**config.mk**
```make
export PLATFORM = sky130hd
export DESIGN_NAME = lif_neuron_step_core_flat
export DESIGN_NICKNAME = d
export VERILOG_FILES = /design/src/lifn_pkg.sv /design/src/lifn_in_if.sv /design/src/lifn_out_if.sv /design/src/lifn_seq.sv /design/src/lifn_dp.sv /design/src/lif_neuron_step_core.sv /design/src/flat_wrapper.sv
export VERILOG_INCLUDE_DIRS = /design/src /design/src/src
export SDC_FILE = /design/constraint.sdc
export NUM_CORES = 2
export LEC_CHECK = 0
export ABC_CLOCK_PERIOD_IN_PS = 33600
export BUFFER_PORTS_ARGS = -buffer_cell sky130_fd_sc_hd__buf_4
export CAP_MARGIN = 25
export CORE_MARGIN = 3
export CORE_UTILIZATION = 64
export CTS_CLUSTER_SIZE = 14
export DETAILED_ROUTE_END_ITERATION = 12
export PLACE_DENSITY = 0.8
export SLEW_MARGIN = 40
export SYNTH_ARGS = -nofsm -noshare
export SYNTH_HDL_FRONTEND = slang
export SYNTH_HIERARCHICAL = 1
export SYNTH_SLANG_ARGS = --single-unit
export TNS_END_PERCENT = 20
```
**constraint.sdc**
```tcl
create_clock -name clk -period 33.6 [get_ports clk]
set_clock_uncertainty 0.1 [all_clocks]
set_input_delay 3.36 -clock clk [delete_from_list [all_inputs] [get_ports clk]]
set_output_delay 3.36 -clock clk [all_outputs]
set_load 0.02 [all_outputs]
```
**src/lif_neuron_step_core_defines.svh**
```systemverilog
// Assertion macros for the LIF neuron step core.
// Used by the sequencer and datapath; expects clk and rst_n in scope.
`ifndef LIF_NEURON_STEP_CORE_DEFINES_SVH
`define LIF_NEURON_STEP_CORE_DEFINES_SVH
`ifndef SYNTHESIS
// checked only out of reset
`define LIFN_ASSERT(lbl, prop) \
  lbl: assert property (@(posedge clk) disable iff (!rst_n) prop) \
    else $error("lifn assertion failed");
// checked on every edge, reset included
`define LIFN_ASSERT_ALWAYS(lbl, prop) \
  lbl: assert property (@(posedge clk) prop) \
    else $error("lifn assertion failed");
`else
`define LIFN_ASSERT(lbl, prop)
`define LIFN_ASSERT_ALWAYS(lbl, prop)
`endif
`endif

```
**src/lifn_pkg.sv**
```systemverilog
// Shared types, codes and helpers of the LIF neuron step core.
// No dependencies; imported by the sequencer, datapath and top level.
package lifn_pkg;

  // configuration register indexes
  localparam logic [2:0] REG_DECAY     = 3'd0;
  localparam logic [2:0] REG_IN_GAIN   = 3'd1;
  localparam logic [2:0] REG_BIAS      = 3'd2;
  localparam logic [2:0] REG_NOISE_G   = 3'd3;
  localparam logic [2:0] REG_THRESHOLD = 3'd4;
  localparam logic [2:0] REG_RESET_POT = 3'd5;
  localparam logic [2:0] REG_REFR      = 3'd6;

  // datapath operations
  localparam logic [3:0] OP_NONE       = 4'd0;
  localparam logic [3:0] OP_LOAD       = 4'd1;
  localparam logic [3:0] OP_MUL_NOISE  = 4'd2;
  localparam logic [3:0] OP_DRIVE      = 4'd3;
  localparam logic [3:0] OP_MUL_GAIN   = 4'd4;
  localparam logic [3:0] OP_GAIN_DECAY = 4'd5;
  localparam logic [3:0] OP_UPDATE     = 4'd6;
  localparam logic [3:0] OP_EMIT       = 4'd7;
  localparam logic [3:0] OP_REFR       = 4'd8;
  localparam logic [3:0] OP_FIRE       = 4'd9;

  // jump conditions
  localparam logic [2:0] C_NONE     = 3'd0;
  localparam logic [2:0] C_ITEM     = 3'd1;
  localparam logic [2:0] C_REFR     = 3'd2;
  localparam logic [2:0] C_FIRE     = 3'd3;
  localparam logic [2:0] C_OUT_FREE = 3'd4;

  // program steps
  localparam logic [3:0] S_WAIT   = 4'd0;
  localparam logic [3:0] S_TEST_R = 4'd1;
  localparam logic [3:0] S_TEST_F = 4'd2;
  localparam logic [3:0] S_MUL_N  = 4'd3;
  localparam logic [3:0] S_DRIVE  = 4'd4;
  localparam logic [3:0] S_MUL_G  = 4'd5;
  localparam logic [3:0] S_MUL_D  = 4'd6;
  localparam logic [3:0] S_UPDATE = 4'd7;
  localparam logic [3:0] S_EMIT   = 4'd8;
  localparam logic [3:0] S_REFR   = 4'd9;
  localparam logic [3:0] S_FIRE   = 4'd10;

  typedef struct packed {
    logic [3:0] op;
    logic [2:0] cond;
    logic [3:0] tgt;   // taken when cond holds
    logic [3:0] nxt;   // otherwise
  } ucode_t;

  typedef struct packed {
    logic item_avail;
    logic refr_pend;
    logic at_thresh;
    logic out_free;
  } stat_t;

  function automatic ucode_t ucode_rom(input logic [3:0] pc);
    ucode_t w;
    case (pc)
      S_WAIT:   w = '{OP_LOAD,       C_ITEM,     S_TEST_R, S_WAIT};
      S_TEST_R: w = '{OP_NONE,       C_REFR,     S_REFR,   S_TEST_F};
      S_TEST_F: w = '{OP_NONE,       C_FIRE,     S_FIRE,   S_MUL_N};
      S_MUL_N:  w = '{OP_MUL_NOISE,  C_NONE,     S_WAIT,   S_DRIVE};
      S_DRIVE:  w = '{OP_DRIVE,      C_NONE,     S_WAIT,   S_MUL_G};
      S_MUL_G:  w = '{OP_MUL_GAIN,   C_NONE,     S_WAIT,   S_MUL_D};
      S_MUL_D:  w = '{OP_GAIN_DECAY, C_NONE,     S_WAIT,   S_UPDATE};
      S_UPDATE: w = '{OP_UPDATE,     C_NONE,     S_WAIT,   S_EMIT};
      S_EMIT:   w = '{OP_EMIT,       C_OUT_FREE, S_WAIT,   S_EMIT};
      S_REFR:   w = '{OP_REFR,       C_NONE,     S_WAIT,   S_EMIT};
      S_FIRE:   w = '{OP_FIRE,       C_NONE,     S_WAIT,   S_EMIT};
      default:  w = '{OP_NONE,       C_NONE,     S_WAIT,   S_WAIT};
    endcase
    return w;
  endfunction

  function automatic logic [31:0] sat32(input logic signed [47:0] x);
    logic [31:0] r;
    if (!x[47] && (|x[46:31])) begin
      r = 32'h7FFF_FFFF;
    end else if (x[47] && !(&x[46:31])) begin
      r = 32'h8000_0000;
    end else begin
      r = x[31:0];
    end
    return r;
  endfunction

endpackage

```
**src/lifn_in_if.sv**
```systemverilog
// Input channel of the LIF neuron step core: one time step per item.
// Valid/ready handshake; no dependencies.
interface lifn_in_if;
  logic               valid;
  logic               ready;
  logic signed [31:0] synaptic_current;
  logic signed [15:0] noise_sample;

  modport source (output valid, output synaptic_current, output noise_sample, input ready);
  modport sink   (input valid, input synaptic_current, input noise_sample, output ready);
endinterface

```
**src/lifn_out_if.sv**
```systemverilog
// Result channel of the LIF neuron step core: one result item per step.
// Valid/ready handshake; no dependencies.
interface lifn_out_if;
  logic               valid;
  logic               ready;
  logic               fired;
  logic signed [31:0] membrane_potential;
  logic        [31:0] spike_count;
  logic               refractory_active;

  modport source (output valid, output fired, output membrane_potential,
                  output spike_count, output refractory_active, input ready);
  modport sink   (input valid, input fired, input membrane_potential,
                  input spike_count, input refractory_active, output ready);
endinterface

```
**src/lifn_seq.sv**
```systemverilog
// Microcode sequencer: step counter, control ROM and conditional jumps.
// Depends on lifn_pkg and lif_neuron_step_core_defines.svh.
`include "lif_neuron_step_core_defines.svh"
module lifn_seq (
  input  logic           clk,
  input  logic           rst_n,
  input  lifn_pkg::stat_t stat,
  output logic [3:0]     op,
  output logic           in_ready
);
  import lifn_pkg::*;

  logic [3:0] pc_r;
  logic [3:0] pc_nxt;
  ucode_t     word;
  logic       taken;

  assign word = ucode_rom(pc_r);

  always_comb begin
    case (word.cond)
      C_NONE:     taken = 1'b0;
      C_ITEM:     taken = stat.item_avail;
      C_REFR:     taken = stat.refr_pend;
      C_FIRE:     taken = stat.at_thresh;
      C_OUT_FREE: taken = stat.out_free;
      default:    taken = 1'b0;
    endcase
    pc_nxt = taken ? word.tgt : word.nxt;
  end

  always_ff @(posedge clk) begin
    if (!rst_n) begin
      pc_r <= S_WAIT;
    end else begin
      pc_r <= pc_nxt;
    end
  end

  assign op       = word.op;
  assign in_ready = (pc_r == S_WAIT);

  `LIFN_ASSERT(a_accept_leaves_wait, (pc_r == S_WAIT && stat.item_avail) |=> pc_r == S_TEST_R)
  `LIFN_ASSERT(a_emit_waits_slot, (pc_r == S_EMIT && !stat.out_free) |=> pc_r == S_EMIT)
  `LIFN_ASSERT_ALWAYS(a_pc_in_program, !rst_n || pc_r <= S_FIRE)

endmodule

```
**src/lifn_dp.sv**
```systemverilog
// Datapath: config registers, neuron state, one shared 33x33 multiplier
// and the result register. Depends on lifn_pkg and the defines header.
`include "lif_neuron_step_core_defines.svh"
module lifn_dp (
  input  logic               clk,
  input  logic               rst_n,
  input  logic [3:0]         op,
  output lifn_pkg::stat_t    stat,
  input  logic               cfg_we,
  input  logic [2:0]         cfg_index,
  input  logic [31:0]        cfg_wdata,
  input  logic               in_valid,
  input  logic signed [31:0] in_current,
  input  logic signed [15:0] in_noise,
  output logic               out_valid,
  input  logic               out_ready,
  output logic               out_fired,
  output logic signed [31:0] out_potential,
  output logic [31:0]        out_count,
  output logic               out_refr
);
  import lifn_pkg::*;

  // configuration
  logic        [16:0] decay_r;
  logic signed [31:0] in_gain_r;
  logic signed [31:0] bias_r;
  logic signed [31:0] noise_gain_r;
  logic signed [31:0] thresh_r;
  logic signed [31:0] reset_pot_r;
  logic        [15:0] refr_steps_r;

  // neuron state
  logic signed [31:0] pot_r;
  logic        [15:0] refr_left_r;
  logic        [31:0] spike_r;

  // working registers
  logic signed [31:0] cur_r;
  logic signed [15:0] noise_r;
  logic signed [65:0] prod_r;
  logic signed [31:0] drive_r;
  logic signed [39:0] acc_r;
  logic               fired_r;
  logic               refr_flag_r;

  logic               out_valid_r;
  logic               out_fired_r;
  logic signed [31:0] out_pot_r;
  logic        [31:0] out_count_r;
  logic               out_refr_r;

  logic signed [32:0] mul_a;
  logic signed [32:0] mul_b;
  logic               mul_en;
  logic signed [47:0] noise_rnd;
  logic signed [37:0] drive_sum;
  logic signed [63:0] gain_rnd;
  logic signed [49:0] decay_rnd;
  logic signed [40:0] upd_sum;
  logic               out_free;
  logic               out_load;

  always_comb begin
    mul_a  = '0;
    mul_b  = '0;
    mul_en = 1'b0;
    case (op)
      OP_MUL_NOISE: begin
        mul_a  = 33'(noise_r);
        mul_b  = 33'(noise_gain_r);
        mul_en = 1'b1;
      end
      OP_MUL_GAIN: begin
        mul_a  = 33'(in_gain_r);
        mul_b  = 33'(drive_r);
        mul_en = 1'b1;
      end
      OP_GAIN_DECAY: begin
        mul_a  = $signed({16'd0, decay_r});
        mul_b  = 33'(pot_r);
        mul_en = 1'b1;
      end
      default: begin
        mul_en = 1'b0;
      end
    endcase
  end

  // round half up, then floor shift
  assign noise_rnd = prod_r[47:0] + 48'sd2048;
  assign drive_sum = 38'(cur_r) + 38'(bias_r) + 38'($signed(noise_rnd[47:12]));
  assign gain_rnd  = prod_r[63:0] + 64'sd8388608;
  assign decay_rnd = prod_r[49:0] + 50'sd32768;
  assign upd_sum   = 41'(acc_r) + 41'($signed(decay_rnd[49:16]));

  assign out_free = !out_valid_r || out_ready;
  assign out_load = (op == OP_EMIT) && out_free;

  always_ff @(posedge clk) begin
    if (!rst_n) begin
      decay_r      <= '0;
      in_gain_r    <= '0;
      bias_r       <= '0;
      noise_gain_r <= '0;
      thresh_r     <= '0;
      reset_pot_r  <= '0;
      refr_steps_r <= '0;
    end else if (cfg_we) begin
      case (cfg_index)
        REG_DECAY:     decay_r      <= cfg_wdata[16:0];
        REG_IN_GAIN:   in_gain_r    <= cfg_wdata;
        REG_BIAS:      bias_r       <= cfg_wdata;
        REG_NOISE_G:   noise_gain_r <= cfg_wdata;
        REG_THRESHOLD: thresh_r     <= cfg_wdata;
        REG_RESET_POT: reset_pot_r  <= cfg_wdata;
        REG_REFR:      refr_steps_r <= cfg_wdata[15:0];
        default: begin
        end
      endcase
    end
  end

  always_ff @(posedge clk) begin
    if (!rst_n) begin
      pot_r       <= '0;
      refr_left_r <= '0;
      spike_r     <= '0;
      fired_r     <= 1'b0;
      refr_flag_r <= 1'b0;
    end else begin
      case (op)
        OP_LOAD: begin
          fired_r     <= 1'b0;
          refr_flag_r <= 1'b0;
        end
        OP_REFR: begin
          refr_left_r <= refr_left_r - 16'd1;
          refr_flag_r <= 1'b1;
        end
        OP_FIRE: begin
          if (spike_r != '1) begin
            spike_r <= spike_r + 32'd1;
          end
          refr_left_r <= refr_steps_r;
          pot_r       <= reset_pot_r;
          fired_r     <= 1'b1;
        end
        OP_UPDATE: begin
          pot_r <= sat32({{7{upd_sum[40]}}, upd_sum});
        end
        default: begin
        end
      endcase
    end
  end

  // payload registers, no reset
  always_ff @(posedge clk) begin
    if (op == OP_LOAD) begin
      cur_r   <= in_current;
      noise_r <= in_noise;
    end
    if (mul_en) begin
      prod_r <= mul_a * mul_b;
    end
    if (op == OP_DRIVE) begin
      drive_r <= sat32({{10{drive_sum[37]}}, drive_sum});
    end
    if (op == OP_GAIN_DECAY) begin
      acc_r <= gain_rnd[63:24];
    end
    if (out_load) begin
      out_fired_r <= fired_r;
      out_pot_r   <= pot_r;
      out_count_r <= spike_r;
      out_refr_r  <= refr_flag_r;
    end
  end

  always_ff @(posedge clk) begin
    if (!rst_n) begin
      out_valid_r <= 1'b0;
    end else if (out_load) begin
      out_valid_r <= 1'b1;
    end else if (out_ready) begin
      out_valid_r <= 1'b0;
    end
  end

  assign stat = '{in_valid, (refr_left_r != 16'd0), (pot_r >= thresh_r), out_free};

  assign out_valid     = out_valid_r;
  assign out_fired     = out_fired_r;
  assign out_potential = out_pot_r;
  assign out_count     = out_count_r;
  assign out_refr      = out_refr_r;

  `LIFN_ASSERT(a_spike_monotonic, $past(rst_n) |-> spike_r >= $past(spike_r))
  `LIFN_ASSERT(a_fire_xor_refr, out_valid_r |-> !(out_fired_r && out_refr_r))
  `LIFN_ASSERT(a_refr_no_fire, (op == OP_REFR) |=> !fired_r && (spike_r == $past(spike_r)))

endmodule

```
**src/lif_neuron_step_core.sv**
```systemverilog
// LIF neuron step core: one item is one time step of a single neuron.
// The core takes a new item only in its wait step, after it has emitted the result of the last;
// an integrate step makes three dependent passes through the shared multiplier.
// A result still held on the output stalls the sequencer in its emit step.
// Reset (synchronous, rst_n low): config registers, potential, countdown and count go to zero.
module lif_neuron_step_core (
  input  logic        clk,
  input  logic        rst_n,
  lifn_in_if.sink     in_ch,
  lifn_out_if.source  out_ch,
  input  logic        cfg_we,
  input  logic [2:0]  cfg_index,
  input  logic [31:0] cfg_wdata
);
  import lifn_pkg::*;

  stat_t      stat;
  logic [3:0] op;

  lifn_seq u_seq (
    .clk      (clk),
    .rst_n    (rst_n),
    .stat     (stat),
    .op       (op),
    .in_ready (in_ch.ready)
  );

  lifn_dp u_dp (
    .clk           (clk),
    .rst_n         (rst_n),
    .op            (op),
    .stat          (stat),
    .cfg_we        (cfg_we),
    .cfg_index     (cfg_index),
    .cfg_wdata     (cfg_wdata),
    .in_valid      (in_ch.valid),
    .in_current    (in_ch.synaptic_current),
    .in_noise      (in_ch.noise_sample),
    .out_valid     (out_ch.valid),
    .out_ready     (out_ch.ready),
    .out_fired     (out_ch.fired),
    .out_potential (out_ch.membrane_potential),
    .out_count     (out_ch.spike_count),
    .out_refr      (out_ch.refractory_active)
  );

endmodule

```
**src/flat_wrapper.sv**
```systemverilog
// flat-port wrapper written by rule: the top's interface ports become plain ports
module lif_neuron_step_core_flat import lifn_pkg::*;
  (clk, rst_n, cfg_we, cfg_index, cfg_wdata, in_ch_valid, in_ch_synaptic_current, in_ch_noise_sample, in_ch_ready, out_ch_valid, out_ch_fired, out_ch_membrane_potential, out_ch_spike_count, out_ch_refractory_active, out_ch_ready);
  lifn_in_if in_ch_i ();
  lifn_out_if out_ch_i ();
  input  logic clk;
  input  logic rst_n;
  input  logic cfg_we;
  input  logic [2:0] cfg_index;
  input  logic [31:0] cfg_wdata;
  input wire logic [$bits(in_ch_i.valid)-1:0] in_ch_valid;
  input wire logic [$bits(in_ch_i.synaptic_current)-1:0] in_ch_synaptic_current;
  input wire logic [$bits(in_ch_i.noise_sample)-1:0] in_ch_noise_sample;
  output wire logic [$bits(in_ch_i.ready)-1:0] in_ch_ready;
  output wire logic [$bits(out_ch_i.valid)-1:0] out_ch_valid;
  output wire logic [$bits(out_ch_i.fired)-1:0] out_ch_fired;
  output wire logic [$bits(out_ch_i.membrane_potential)-1:0] out_ch_membrane_potential;
  output wire logic [$bits(out_ch_i.spike_count)-1:0] out_ch_spike_count;
  output wire logic [$bits(out_ch_i.refractory_active)-1:0] out_ch_refractory_active;
  input wire logic [$bits(out_ch_i.ready)-1:0] out_ch_ready;
  assign in_ch_i.valid = in_ch_valid;
  assign in_ch_i.synaptic_current = in_ch_synaptic_current;
  assign in_ch_i.noise_sample = in_ch_noise_sample;
  assign in_ch_ready = in_ch_i.ready;
  assign out_ch_valid = out_ch_i.valid;
  assign out_ch_fired = out_ch_i.fired;
  assign out_ch_membrane_potential = out_ch_i.membrane_potential;
  assign out_ch_spike_count = out_ch_i.spike_count;
  assign out_ch_refractory_active = out_ch_i.refractory_active;
  assign out_ch_i.ready = out_ch_ready;
  lif_neuron_step_core u_core (.clk(clk), .rst_n(rst_n), .in_ch(in_ch_i), .out_ch(out_ch_i), .cfg_we(cfg_we), .cfg_index(cfg_index), .cfg_wdata(cfg_wdata));
endmodule
```
==> out/results.tsv <==
metric	value	unit
status	finished clean	
first_pass_iters	9	
cts_sinks	532	
finalSetupTns	0	ns
hold_violations	0	
cp_common_cell	fa_1	
coreArea	98990	um2
place_congestion	1.025	
vias_per_cell	6.079	
synth-edff-count	239	
min_period	11.24	ns
area_growth	7.105	%
cts_resized	0	
worst_pin_slew	0.9634	ns
vias	51350	
final_core_util	0.6948	
worst_setup_path_end_kind	flip-flop	
ios	156	
yosysSeqAreaShare	0.2031	
overflow	0	
ys.flop_type	dfxtp_1	
slowest_delay	0.74	ns
yosys.area.top_type	fa_1	
clock_latency	0.64	ns
slew_headroom	0.3577	
postSynthCellCount	7127	
grtUsageTotal	0.4017	
crit_required	33.89	ns
power.density	36.21	nW/um2
die_w	322.8	um
drt_iter0_markers	5618	
holdBufCountCts	0	
grt_start_max_net_pins	130	
synth_nets	8680	
drv_cap	0	
nets	8663	
critPathMaxFanout	47	
slew_viol_final	0	
worstSetupPathType	flip-flop to flip-flop	
ant_nets	0	
die_height	322.8	um
yosysUniqueCellTypes	86	
timing.final.crit_share	0.3345	
cp.arrival	11.53	ns
synthesis.area	64220	um2
drive_gt1_frac	0.06525	
clk_pin_slew	0.06	ns
num-fill-cells	7636	
ff2ff_setup_slack	22.36	ns
netlist_top_cells_count	inv_1 (1332), nand2_1 (1218), fa_1 (1142), nor2_1 (695), ha_1 (323)	
yosys_register_bits	532	
wl	205600	um
synth_area_per_cell	9.011	um2
yosysMostFrequentCell	inv_1	
cts_tree	built	
synth_top_area_share	0.3560	
worst_ir_drop_vdd	43.70	uV
critPathLaunchType	flip-flop	
die-area	104200	um2
dp_hpwl	157800	um
cts-root-buf	clkbuf_16	
core.rowCount	115	
drc	0	
io_buffers	155	
htree_levels	2	
crit_slowest_cell	nand2_1	
grt_pass1_wl	310700	um
antenna_found_initial	1	
hold_path.class	flip-flop to flip-flop	
start_util	0.6487	
final-setup-viol-count	0	
ys_warn_count	6	
numCtsBuffers	56	
cts_setup_buffers	0	
clk_path_buf_depth	3	
fmax	0.08898	GHz
ys_top_cells_by_area	fa_1 (36%), edfxtp_1 (11%), dfxtp_1 (9.1%)	
grt_pass1_vias	52710	
p_leak	31.56	nW
synth_async_sr_flop_share	0	
wl_per_cell	24.34	um
rsz0062_at_grt	false	
## per-layer routing
layer | global-route usage | up-vias | wire, um
met5 | 0 | - | 0
met4 | 0.2464 | 0 | 15970
met3 | 0.1047 | 871 | 23400
met2 | 0.6383 | 3157 | 94180
met1 | 0.4950 | 25470 | 72020
li1 | - | 21850 | -
## where the power goes
group | switching [mW] | total (mW) | internal (mW)
registers | 0.0466 | 0.842 | 0.795
logic | 0.683 | 0.987 | 0.304
clock network | 0.276 | 0.662 | 0.386
## cells by family after synthesis
group,Yosys count,synth area share
AO/OA/AOI/OAI,842,0.08975
buffers and inverters,1684,0.09930
flip-flops,532,0.2031
AND/OR/NAND/NOR,2335,0.1520
XOR/XNOR,258,0.03518
multiplexers,11,0.001812
adder cells (fa/ha/maj),1465,0.4189
## cell type report
type                            instances  area [um2]  share of cell area
Inverter                             1336        5015             0.07290
Tap cell                             1287        1610             0.02341
Sequential cell                       532       13040              0.1896
Multi-Input combinational cell       4911       45050              0.6549
Clock inverter                         27       337.8            0.004911
Clock buffer                           78        1627             0.02365
Antenna cell                            3       7.507           0.0001091
Timing Repair Buffer                  273        2101             0.03054
## sequential cells by signal, summed over array words and instances, names as in the netlist, 4 cells and up
| name | count |
|---|---|
| u_core/u_dp/acc_r | 40 |
| u_core/u_dp/bias_r | 32 |
| u_core/u_dp/cur_r | 32 |
| u_core/u_dp/decay_r | 17 |
| u_core/u_dp/drive_r | 32 |
| u_core/u_dp/in_gain_r | 32 |
| u_core/u_dp/noise_gain_r | 32 |
| u_core/u_dp/noise_r | 16 |
| u_core/u_dp/out_count | 32 |
| u_core/u_dp/out_potential | 32 |
| u_core/u_dp/pot_r | 32 |
| u_core/u_dp/prod_r | 53 |
| u_core/u_dp/refr_left_r | 16 |
| u_core/u_dp/refr_steps_r | 16 |
| u_core/u_dp/reset_pot_r | 32 |
| u_core/u_dp/spike_r | 32 |
| u_core/u_dp/thresh_r | 32 |
| u_core/u_seq/pc_r | 4 |
| u_core/u_seq/word | 13 |
## worst paths after layout
| path | start | to | cells past startpoint |
|---|---|---|---|
| setup / recovery | u_core/u_seq/word[12] | u_core/u_dp/prod_r[61] | 29 |
| hold reg to reg | u_core/u_dp/fired_r | u_core/u_dp/out_fired | 0 |
| hold / removal | u_core/u_dp/fired_r | u_core/u_dp/out_fired | 0 |
| setup reg to reg | u_core/u_seq/word[12] | u_core/u_dp/prod_r[61] | 29 |
## cells in the final DEF (no fill, tap or decap), types with 10 or more instances in the layout
cell | synthesis | routed
inv_1 | 1332 | 1331
nand2_1 | 1218 | 1206
fa_1 | 1142 | 1141
nor2_1 | 695 | 688
ha_1 | 323 | 323
dfxtp_1 | 293 | 293
buf_4 | 8 | 265
edfxtp_1 | 239 | 239
a21boi_0 | 207 | 207
a21oi_1 | 182 | 169
xnor2_1 | 159 | 159
o21ai_0 | 111 | 110
xor2_1 | 99 | 99
nand3_1 | 80 | 79
a21o_1 | 78 | 78
and2_1 | 89 | 75
a22oi_1 | 65 | 65
clkbuf_16 | 0 | 58
nor3_1 | 50 | 46
nand4_1 | 38 | 38
and3_1 | 34 | 34
nand2b_1 | 29 | 29
nor2b_1 | 29 | 28
o21a_1 | 27 | 27
a211oi_1 | 25 | 25
a31oi_1 | 17 | 17
or3_1 | 15 | 15
o211ai_1 | 14 | 14
and2_2 | 0 | 13
or2_2 | 12 | 12
and4_1 | 12 | 12
nand2_2 | 0 | 12
clkbuf_8 | 0 | 11
o21bai_1 | 11 | 11
clkbuf_1 | 304 | 10
o2111ai_1 | 10 | 10
## through the flow
step           hold WS [ns]  cell area (um2)  total power, mW  setup slack (ns)  instances
4_1_cts              0.3371            68730            2.465             22.47       8442
2_1_floorplan        0.3064            64220            1.464             22.96       7127
3_3_place_gp         0.3212            66650            1.790             22.51       8334
6_report             0.3336            68790            2.491             22.36       8447
3_5_place_dp         0.3229            66760            1.805             22.47       8337
5_1_grt              0.3486            68780            2.599             21.96       8444
## worst max-delay path, delay by kind of cell, from the launching register on
family	cells	cell delay [ns]
buffers and inverters	7	1.33
AO/OA/AOI/OAI	6	2.23
flip-flops	1	0.64
adder cells (fa/ha/maj)	9	4.60
XOR/XNOR	1	0.14
AND/OR/NAND/NOR	6	1.86
No activity file was read; power rests on OpenSTA's default activity.
